File: config.mk
export PLATFORM = sky130hd
export DESIGN_NAME = fap_ctrl
export DESIGN_NICKNAME = d
export VERILOG_FILES = /design/src/hw/rtl/fap_pkg.sv /design/src/hw/rtl/fap_ctrl.sv
export SDC_FILE = /design/constraint.sdc
export NUM_CORES = 1
export LEC_CHECK = 0
export BUFFER_PORTS_ARGS = -buffer_cell sky130_fd_sc_hd__clkbuf_2
export CAP_MARGIN = 40
export CORE_AREA = 2 2 39 41
export DETAILED_ROUTE_END_ITERATION = 16
export DIE_AREA = 0 0 41 43
export PLACE_DENSITY = 0.3
export SLEW_MARGIN = 20
export SYNTH_ARGS = -nofsm -noshare
export SYNTH_HDL_FRONTEND = slang
export SYNTH_SLANG_ARGS = --single-unit
export TNS_END_PERCENT = 100
File: constraint.sdc
create_clock -name clock -period 1 [get_ports clock]
set_clock_uncertainty 0.05 [all_clocks]
set_input_delay 0.05 -clock clock [delete_from_list [all_inputs] [get_ports clock]]
set_output_delay 0.05 -clock clock [all_outputs]
set_load 0.005 [all_outputs]
File: src/hw/rtl/fap_pkg.sv
`timescale 1ns / 1ps
package fap_pkg;

   localparam int MAX_FRAMES = 32768;
   localparam int ADDR_W     = 56;
   localparam int PAGE_SHIFT = 12;
   localparam int FRAME_W    = ADDR_W - PAGE_SHIFT;
   localparam int IDX_W      = $clog2(MAX_FRAMES);
   localparam int COUNT_W    = $clog2(MAX_FRAMES + 1);
   localparam int FUNC_W     = 2;
   localparam int STATUS_W   = 2;

   localparam logic [FUNC_W-1:0] FUNC_INIT  = 2'd0;
   localparam logic [FUNC_W-1:0] FUNC_FREE  = 2'd1;
   localparam logic [FUNC_W-1:0] FUNC_ALLOC = 2'd2;

   localparam logic [STATUS_W-1:0] ST_OK      = 2'd0;
   localparam logic [STATUS_W-1:0] ST_EMPTY   = 2'd1;
   localparam logic [STATUS_W-1:0] ST_BADADDR = 2'd2;
   localparam logic [STATUS_W-1:0] ST_FULL    = 2'd3;

   localparam logic CSR_KERNEL_END = 1'b0;
   localparam logic CSR_PHYS_TOP   = 1'b1;

   typedef struct packed {
      logic load;     // capture accepted request word
      logic check;    // bounds compares, stack read
      logic commit;   // update stack, load response register
   } dp_cmd_type;

endpackage

File: src/hw/rtl/fap_ctrl.sv
`timescale 1ns / 1ps
module fap_ctrl (
   input  logic                clock,
   input  logic                reset,
   input  logic                req_tvalid,
   output logic                req_tready,
   output logic                rsp_tvalid,
   input  logic                rsp_tready,
   output fap_pkg::dp_cmd_type cmd
);
   import fap_pkg::*;

   localparam logic [1:0] S_IDLE   = 2'd0;
   localparam logic [1:0] S_CHECK  = 2'd1;
   localparam logic [1:0] S_FINISH = 2'd2;

   logic [1:0] state_ff, state_in;
   logic       rsp_valid_ff, rsp_valid_in;
   logic       accept, commit;

   assign req_tready = (state_ff == S_IDLE);
   assign accept     = req_tvalid && req_tready;
   // result may land as soon as the output slot is empty or draining
   assign commit     = (state_ff == S_FINISH) && (!rsp_valid_ff || rsp_tready);
   assign rsp_tvalid = rsp_valid_ff;

   assign cmd.load   = accept;
   assign cmd.check  = (state_ff == S_CHECK);
   assign cmd.commit = commit;

   always_comb begin
      state_in = state_ff;
      unique case (state_ff)
         S_IDLE:   if (accept) state_in = S_CHECK;
         S_CHECK:  state_in = S_FINISH;
         S_FINISH: if (commit) state_in = S_IDLE;
         default:  state_in = S_IDLE;
      endcase
   end

   always_comb begin
      rsp_valid_in = rsp_valid_ff;
      if (rsp_valid_ff && rsp_tready) rsp_valid_in = 1'b0;
      if (commit) rsp_valid_in = 1'b1;
   end

   always_ff @(posedge clock) begin
      if (reset) begin
         state_ff     <= S_IDLE;
         rsp_valid_ff <= 1'b0;
      end else begin
         state_ff     <= state_in;
         rsp_valid_ff <= rsp_valid_in;
      end
   end

endmodule

Yosys cells after proc, flatten, opt, wreduce, memory -nomap -nowiden
Index checks and enable logic that the tools add are counted.
{ "totals": {"regBits": 3, "in_bits": 4} }
{ "op_classes": {"muxes": 5, "reduce_logical": 8, "eq_ne": 4} }
{ "op_table": {"columns": ["cell", "count"], "rows": [
  ["$pmux 2 s3", 1],
  ["$mux 2", 2],
  ["$logic_and 1x1->1", 3],
  ["$eq 2x1->1 const B", 1],
  ["$eq 2x2->1 const B", 1],
  ["$logic_not 2->1", 1],
  ["$mux 1", 2],
  ["$ne 2x1->1 const B", 1],
  ["$ne 2x2->1 const B", 1],
  ["$reduce_and 2->1", 1],
  ["$reduce_bool 2->1", 1],
  ["$logic_not 1->1", 1],
  ["$logic_or 1x1->1", 1]
]} }

Longest topological paths before layout
Gate-level depths: netlist of run 1.
{ "logic_depth": {"ltp_word": 5, "depth_mapped": 3, "depth_no_buf": 2} }

Worst setup path before layout of run 1
OpenSTA, ideal clock, no wires.
{ "synth_path": {"path_kind": "register to register", "start": "register state_ff[1]", "end": "register state_ff[1]", "required_ns": 0.835, "path_stages_with_launch": 3, "period_less_slack_ns": 0.887, "arrival_ns": 0.722, "setup_time_ns": 0.115, "slack_ns": 0.113, "cell_sequence": "dfxtp_1 > and2b_4 > o21ba_1"} }
{ "synth_lines": {"columns": ["element", "line_no", "source"], "rows": [
  ["start, declared", "fap_ctrl.sv:17", "logic [1:0] state_ff, state_in;"],
  ["start signal, assigned", "fap_ctrl.sv:52", "state_ff <= state_in;"]
]} }

==> results of run 1 <==
-- cell families (layout without fill, tap and decap cells) --
logic type | after synthesis | in the layout | synth area share [%]
buffers and inverters | 2 | 15 | 9.75
AND/OR/NAND/NOR | 8 | 8 | 41.5
flip-flops | 3 | 3 | 39.0
AO/OA/AOI/OAI | 2 | 2 | 9.75
-- registers in the layout (all words and copies together), names as in the netlist --
signal / flops
rsp_tvalid: 1
state_ff: 2
-- power groups by stage --
| stage | sequential, mW | combinational [mW] | clock (mW) |
|---|---|---|---|
| CTS | 0.133 | 0.0552 | 0.220 |
| global placement | 0.133 | 0.0413 | 0 |
| detailed placement | 0.134 | 0.0404 | 0 |
| finish | 0.132 | 0.0593 | 0.207 |
| global route | 0.133 | 0.0648 | 0.236 |
| floorplan | 0.133 | 0.0270 | 0 |
-- repair_timing --
action / CTS / global route
setup endpoints to repair: 3 / 4
buffers inserted: 2 / 1
hold endpoints to repair: 2 / 0
pin swaps: 1 / 1
hold buffers: 1 / 0
gates resized for setup: 4 / 5
-- how the worst min path moves through the flow --
stage                from    endpoint  slack (ps)
6_report       rsp_tready  rsp_tvalid          70
5_1_grt        rsp_tready  rsp_tvalid          70
4_1_cts        rsp_tready  rsp_tvalid          50
3_5_place_dp        reset  rsp_tvalid         200
3_3_place_gp        reset  rsp_tvalid         200
2_1_floorplan       reset  rsp_tvalid          70
-- metal layers --
| layer | up-vias | wire length [um] |
|---|---|---|
| li1 | 77 | - |
| met1 | 63 | 159 |
| met2 | 11 | 133 |
| met3 | 0 | 74 |
| met4 | 0 | 0 |
| met5 | - | 0 |
-- area by class of cell --
cell class	instances	area, um^2	share of cell area [%]
Clock buffer	4	26.3	9.42
Multi-Input combinational cell	10	93.8	33.6
Sequential cell	3	67.6	24.2
Tap cell	16	20.0	7.17
Timing Repair Buffer	11	71.3	25.6
-- worst register-to-register path, stage by stage (launching register included) --
cell and delay [ps]:
dfxtp_4 370, and2b_4 200, o21ba_1 180
-- placed cells by master (no fill, tap or decap) --
| master | synthesis | layout |
|---|---|---|
| clkbuf_4 | 0 | 3 |
| clkbuf_2 | 0 | 5 |
| nor3b_2 | 1 | 1 |
| nor2b_1 | 2 | 1 |
| buf_4 | 2 | 2 |
| dfxtp_4 | 0 | 2 |
| clkbuf_1 | 0 | 1 |
| buf_6 | 0 | 1 |
| a21oi_1 | 1 | 1 |
| buf_2 | 0 | 2 |
| nand2b_1 | 2 | 1 |
| and2b_4 | 1 | 1 |
| dfxtp_1 | 3 | 1 |
| o21ba_1 | 1 | 1 |
| nor2_1 | 1 | 1 |
| dlygate4sd3_1 | 0 | 1 |
| nor2b_4 | 0 | 1 |
| and4bb_1 | 1 | 1 |
| nand2b_4 | 0 | 1 |
-- through the flow --
| step | setup slack, ps | cell area, um^2 | cells |
|---|---|---|---|
| after floorplan | 113 | 154 | 15 |
| after global placement | 97.0 | 199 | 37 |
| after detailed placement | 65.7 | 199 | 37 |
| after CTS | -50.1 | 263 | 44 |
| after global routing | -90.6 | 279 | 44 |
| final | -28.6 | 279 | 44 |
==> summary.md, run 1 <==
| Metric | Value |
|---|---|
| Status | complete, but fails checks |
| Failing checks | setup timing |
| Port Buffer Count | 8 |
| Die Area | 1760 um^2 |
| Grt ovf | 0 |
| Via count | 151 |
| Power Internal | 0.315 mW |
| Total power | 0.398 mW |
| Peak supply drop | 659 uV |
| Period minus WS final | 1030 ps |
| CP top delay family | flip-flops |
| Initial antenna violation count | 0 |
| Syn nets | 19 |
| Slew @ Worst Pin | 150 ps |
| R2R setup slack | 90 ps |
| Max-slew violations | 0 |
| CP Buf/Inv Count | 1 |
| Clock network fraction of total power | 52.0% |
| Cell taking the most area after synthesis | dfxtp_1 |
| Tot GR Track Use | 5.22% |
| CTS sink count | 3 |
| Reg power frac | 33.1% |
| Setup crit end | cmd[1] |
| Core area | 1380 um^2 |
| Fmax | 972 MHz |
| Slowest CP cell | dfxtp_4 |
| Deepest clock path buffer count | 2 |
| Root Buffer | clkbuf_4 |
| Sw Ratio | 21.0% |
| First-pass GRT wire length | 517 um |
| CTS tree | built |
| Share of cells above drive strength 1 | 67.9% |
| Fin Setup TNS | -72.0 ps |
| GRT busiest layer | met3 |
| Layout net count | 33 |
| Leak Pwr | 0.135 nW |
| Comb power frac | 14.9% |
| Critical Path RT | 900 ps |
| Die width | 41 um |
| Worst Setup End Kind | output port |
| R2R cell count | 2 |
| Top-count cell post-synth | dfxtp_1 |
| Routing usage on met1 | 5.77% |
| Core Rows | 14 |
| Rel. slew slack | 89.9% |
| Post-synthesis cell type count | 10 |
| Layout Utilization | 20.2% |
| Met2 Track Usage GR | 4.38% |
| Switching power total | 0.0835 mW |
| ANT cells | 0 |
| Critical path depth | 2 |
| DR iter-0 viols | 0 |
| Top cells by area, synth | dfxtp_1 39%, buf_4 9.8%, and4bb_1 8.1% |
| Drt drc | 0 |
| Worst skew pair latency | 230 ps |
| Crit path arrival time | 930 ps |
| FFs w/ async S/R, synth | 0% |
| Drt first pass iters | 1 |
| Critical-path cell list | and2b_4, buf_6 |
| Synthesized area | 154 um^2 |
| Routed wire length per instance | 8.34 um |
| Period utilization | 103% |
| Worst r2r dst | state_ff[1] |
| Top_reg_cell synth | dfxtp_1 |
| Largest net degree at the start of global routing | 6 |
| Critical Path Source | state_ff[1] |
| Critical R2R Launch | state_ff[1] |
| Post-synthesis cell count | 15 |
| Syn Area/Cell | 10.3 um^2 |
| Final RePlAce weighted congestion | 0.698 |
| Count of flip-flops with a built-in enable after synthesis | 0 |
| Die Y | 43 um |
| Min Hold Slack | 73.2 ps |
| Crit Path Class | flop to output port |
| CTS buffer count | 3 |
| IO Pins | 9 |
| Final ANT Viol Nets | 0 |
| H-Tree Depth | 1 |
| Avg Vias per Cell | 3.43 |
| Hold Path Depth | 3 |
| Area delta synth->final | 81.3% |
| CP Max Fanout | 5 |
| Syn. warnings | 0 |
| Final Hold Fails | 0 |
| Top-area cell type share of the netlist area | 39.0% |
| Met3 Track Usage GR | 8.90% |
| Worst hold path class | input pin to flop |
| Setup violations, final | 3 |
| Max-cap viol count | 0 |
| Sequential area share after synthesis | 39.0% |
| Critical path launch point type | flop |
| Pwr per Cell Area | 1430 nW/um^2 |
| Via count of the first global-routing pass | 138 |
| Clock Pin Slew Worst Setup and Hold Paths | 30 ps |
| Post-route setup slack | -28.6 ps |
| Synth Register Bits | 3 |
| Commonest cells post-synth | 3 x dfxtp_1, 2 x buf_4, 2 x nand2b_1, 2 x nor2b_1 |
| Initial core utilization | 11.1% |
| Fillers | 149 |
| Worst path max stage delay | 360 ps |
| Routed Wire Length | 367 um |
| RSZ-0062 raised after global routing | true |
Note: power is estimated with default switching activity, not from simulation.
==> run 2, diff against run 1 <==
- ABC_AREA: default -> 1
==> run 2 against run 1 <==
The flow now finishes without violations. Largest power group unchanged. Critical path type unchanged. Clock-buffer cell count is the same. Critical path depth rose by 1. First-iteration DRC count stayed put.
==> summary.md, run 2 <==
| Metric | Value |
|---|---|
| Status | completed |
| CP Max Fanout | 4 |
| Core area | 1380 um^2 |
| Sequential area share after synthesis | 39.0% |
| Top reg by flops | state_ff |
| Peak supply drop | 358 uV |
| Routed Wire Length | 350 um |
| Setup violations, final | 0 |
| Worst Setup End Kind | output port |
| Syn Area/Cell | 7.33 um^2 |
| CP top delay family | flip-flops |
| Worst hold path class | input pin to flop |
| Critical R2R Launch | rsp_tvalid |
| Share of cells above drive strength 1 | 72.7% |
| CTS sink count | 3 |
| Most frequent cells in the layout | 7 x clkbuf_2, 3 x inv_1, 3 x clkbuf_4, 3 x dfxtp_2 |
| Critical path launch point type | flop |
| Initial antenna violation count | 0 |
| Fmax | 1020 MHz |
| Dpl cell area | 199 um^2 |
| IO Pins | 9 |
| Top-area cell type share of the netlist area | 39.0% |
| Max-cap viol count | 0 |
| Worst skew pair latency | 240 ps |
| Syn nets | 25 |
| Min-delay src | req_tvalid |
| Layout net count | 38 |
| Min Hold Slack | 10.9 ps |
| Slowest CP cell | dfxtp_2 |
| Post-synthesis cell type count | 10 |
| Crit path arrival time | 880 ps |
| Max-slew violations | 0 |
| FFs w/ async S/R, synth | 0% |
| Top_reg_cell synth | dfxtp_1 |
| Finished layout cell area | 264 um^2 |
| RSZ-0062 raised after global routing | true |
| Clock Pin Slew Worst Setup and Hold Paths | 40 ps |
| Largest net degree at the start of global routing | 5 |
| Worst r2r dst | rsp_tvalid |
| CTS buffer count | 3 |
| CTS tree | built |
| Post-synthesis cell count | 21 |
| ANT cells | 0 |
| Count of flip-flops with a built-in enable after synthesis | 0 |
| Pwr per Cell Area | 1530 nW/um^2 |
| Top-count cell post-synth | inv_1 |
| Setup WS pre-CTS | 183 ps |
| Rel. slew slack | 89.9% |
| Post-route setup slack | 22.8 ps |
| Die width | 41 um |
| Top cells by area, synth | dfxtp_1 39%, inv_1 12%, buf_4 9.8% |
| Largest register FFs | 2 |
| Hold Path Sink | state_ff[0] |
| Port Buffer Count | 8 |
| Syn. warnings | 0 |
| H-Tree Depth | 1 |
| Drt first pass iters | 1 |
| Period minus WS final | 977 ps |
| Avg Vias per Cell | 3.39 |
| Synth Register Bits | 3 |
| Leak Pwr | 0.138 nW |
| Initial core utilization | 11.1% |
| DR iter-0 viols | 0 |
| CP Buf/Inv Count | 2 |
| Grt ovf | 0 |
| R2R cell count | 4 |
| Period utilization | 97.7% |
| Commonest non-fill, non-tap cell in the layout | clkbuf_2 |
| Area delta synth->final | 71.5% |
| Commonest cells post-synth | 5 x inv_1, 3 x dfxtp_1, 3 x nand2_1 |
| Deepest clock path buffer count | 2 |
| Final Hold Fails | 0 |
| Final HPWL DP | 251 um |
| Worst path max stage delay | 330 ps |
| Critical Path RT | 900 ps |
| Drt drc | 0 |
| Cell taking the most area after synthesis | dfxtp_1 |
| Synthesized area | 154 um^2 |
| Root Buffer | clkbuf_4 |
| Via count of the first global-routing pass | 170 |
| Routed wire length per instance | 7.14 um |
| Crit Path Class | flop to output port |
| Die Y | 43 um |
| Slew @ Worst Pin | 151 ps |
| Die Area | 1760 um^2 |
| Via count | 166 |
| Final RePlAce weighted congestion | 0.624 |
| Core Rows | 14 |
| R2R setup slack | 160 ps |
| First-pass GRT wire length | 607 um |
| Critical-path cell list | inv_4, nor3_2, buf_2 |
| Final ANT Viol Nets | 0 |
| Tot GR Track Use | 6.02% |
| Hold Path Depth | 3 |
[run 2: metal layers]
metal,GRT usage [%],vias to the layer above,wire (um)
li1,-,83,-
met1,6.11,71,150
met2,6.25,10,139
met3,6.28,2,48
met4,6.00,0,11
met5,0,-,0
[run 2: worst max-delay path by stage]
stage	slack [ps]	from	cells past startpoint	end
floorplan	250	rsp_tvalid	4	state_ff[1]
global placement	220	state_ff[1]	3	cmd[0]
detailed placement	180	state_ff[1]	3	cmd[0]
CTS	-10	state_ff[1]	4	cmd[2]
global route	-30	state_ff[0]	4	cmd[2]
finish	20	state_ff[1]	3	cmd[0]
[run 2: tightest hold or removal path, delay by kind of cell]
kind | cells | cell delay [ps]
AND/OR/NAND/NOR | 1 | 60
buffers and inverters | 2 | 150
[run 2: cell families after synthesis]
logic type,Yosys count,synth area share (%)
compound gates,2,12.2
buf+inv,8,24.4
flops,3,39.0
simple gates,8,24.4
[run 2: area by class of cell]
cell class | instances | area, um^2
Tap cell | 16 | 20.0
Fill cell | 160 | 1120
Sequential cell | 3 | 63.8
Inverter | 6 | 25.0
Timing Repair Buffer | 10 | 57.6
Multi-Input combinational cell | 10 | 71.3
Clock buffer | 4 | 26.3
[run 2: timing repair]
action | 4_1_cts | 5_1_grt
setup buffers | 1 | 0
endpoints found under the hold margin | 2 | 0
hold buffers | 1 | 0
endpoints found under the setup margin | 3 | 4
resized for setup | 5 | 6
pin swaps | 2 | 1
[run 2: stage by stage]
| stage | setup TNS (ps) | instances | utilization (%) | total power [mW] |
|---|---|---|---|---|
| after floorplan | 0 | 21 | - | 0.160 |
| after global placement | 0 | 43 | 14.4 | 0.175 |
| after detailed placement | 0 | 43 | 14.4 | 0.176 |
| after CTS | -15.7 | 49 | 18.4 | 0.413 |
| after global routing | -66.7 | 49 | 19.1 | 0.432 |
| final | 0 | 49 | 19.1 | 0.404 |
[run 2: where the power goes]
group | switching [mW] | internal [mW] | total [mW]
clock network | 0.0687 | 0.150 | 0.219
registers | 0.00568 | 0.127 | 0.133
logic | 0.0261 | 0.0266 | 0.0527
total | 0.100 | 0.304 | 0.404
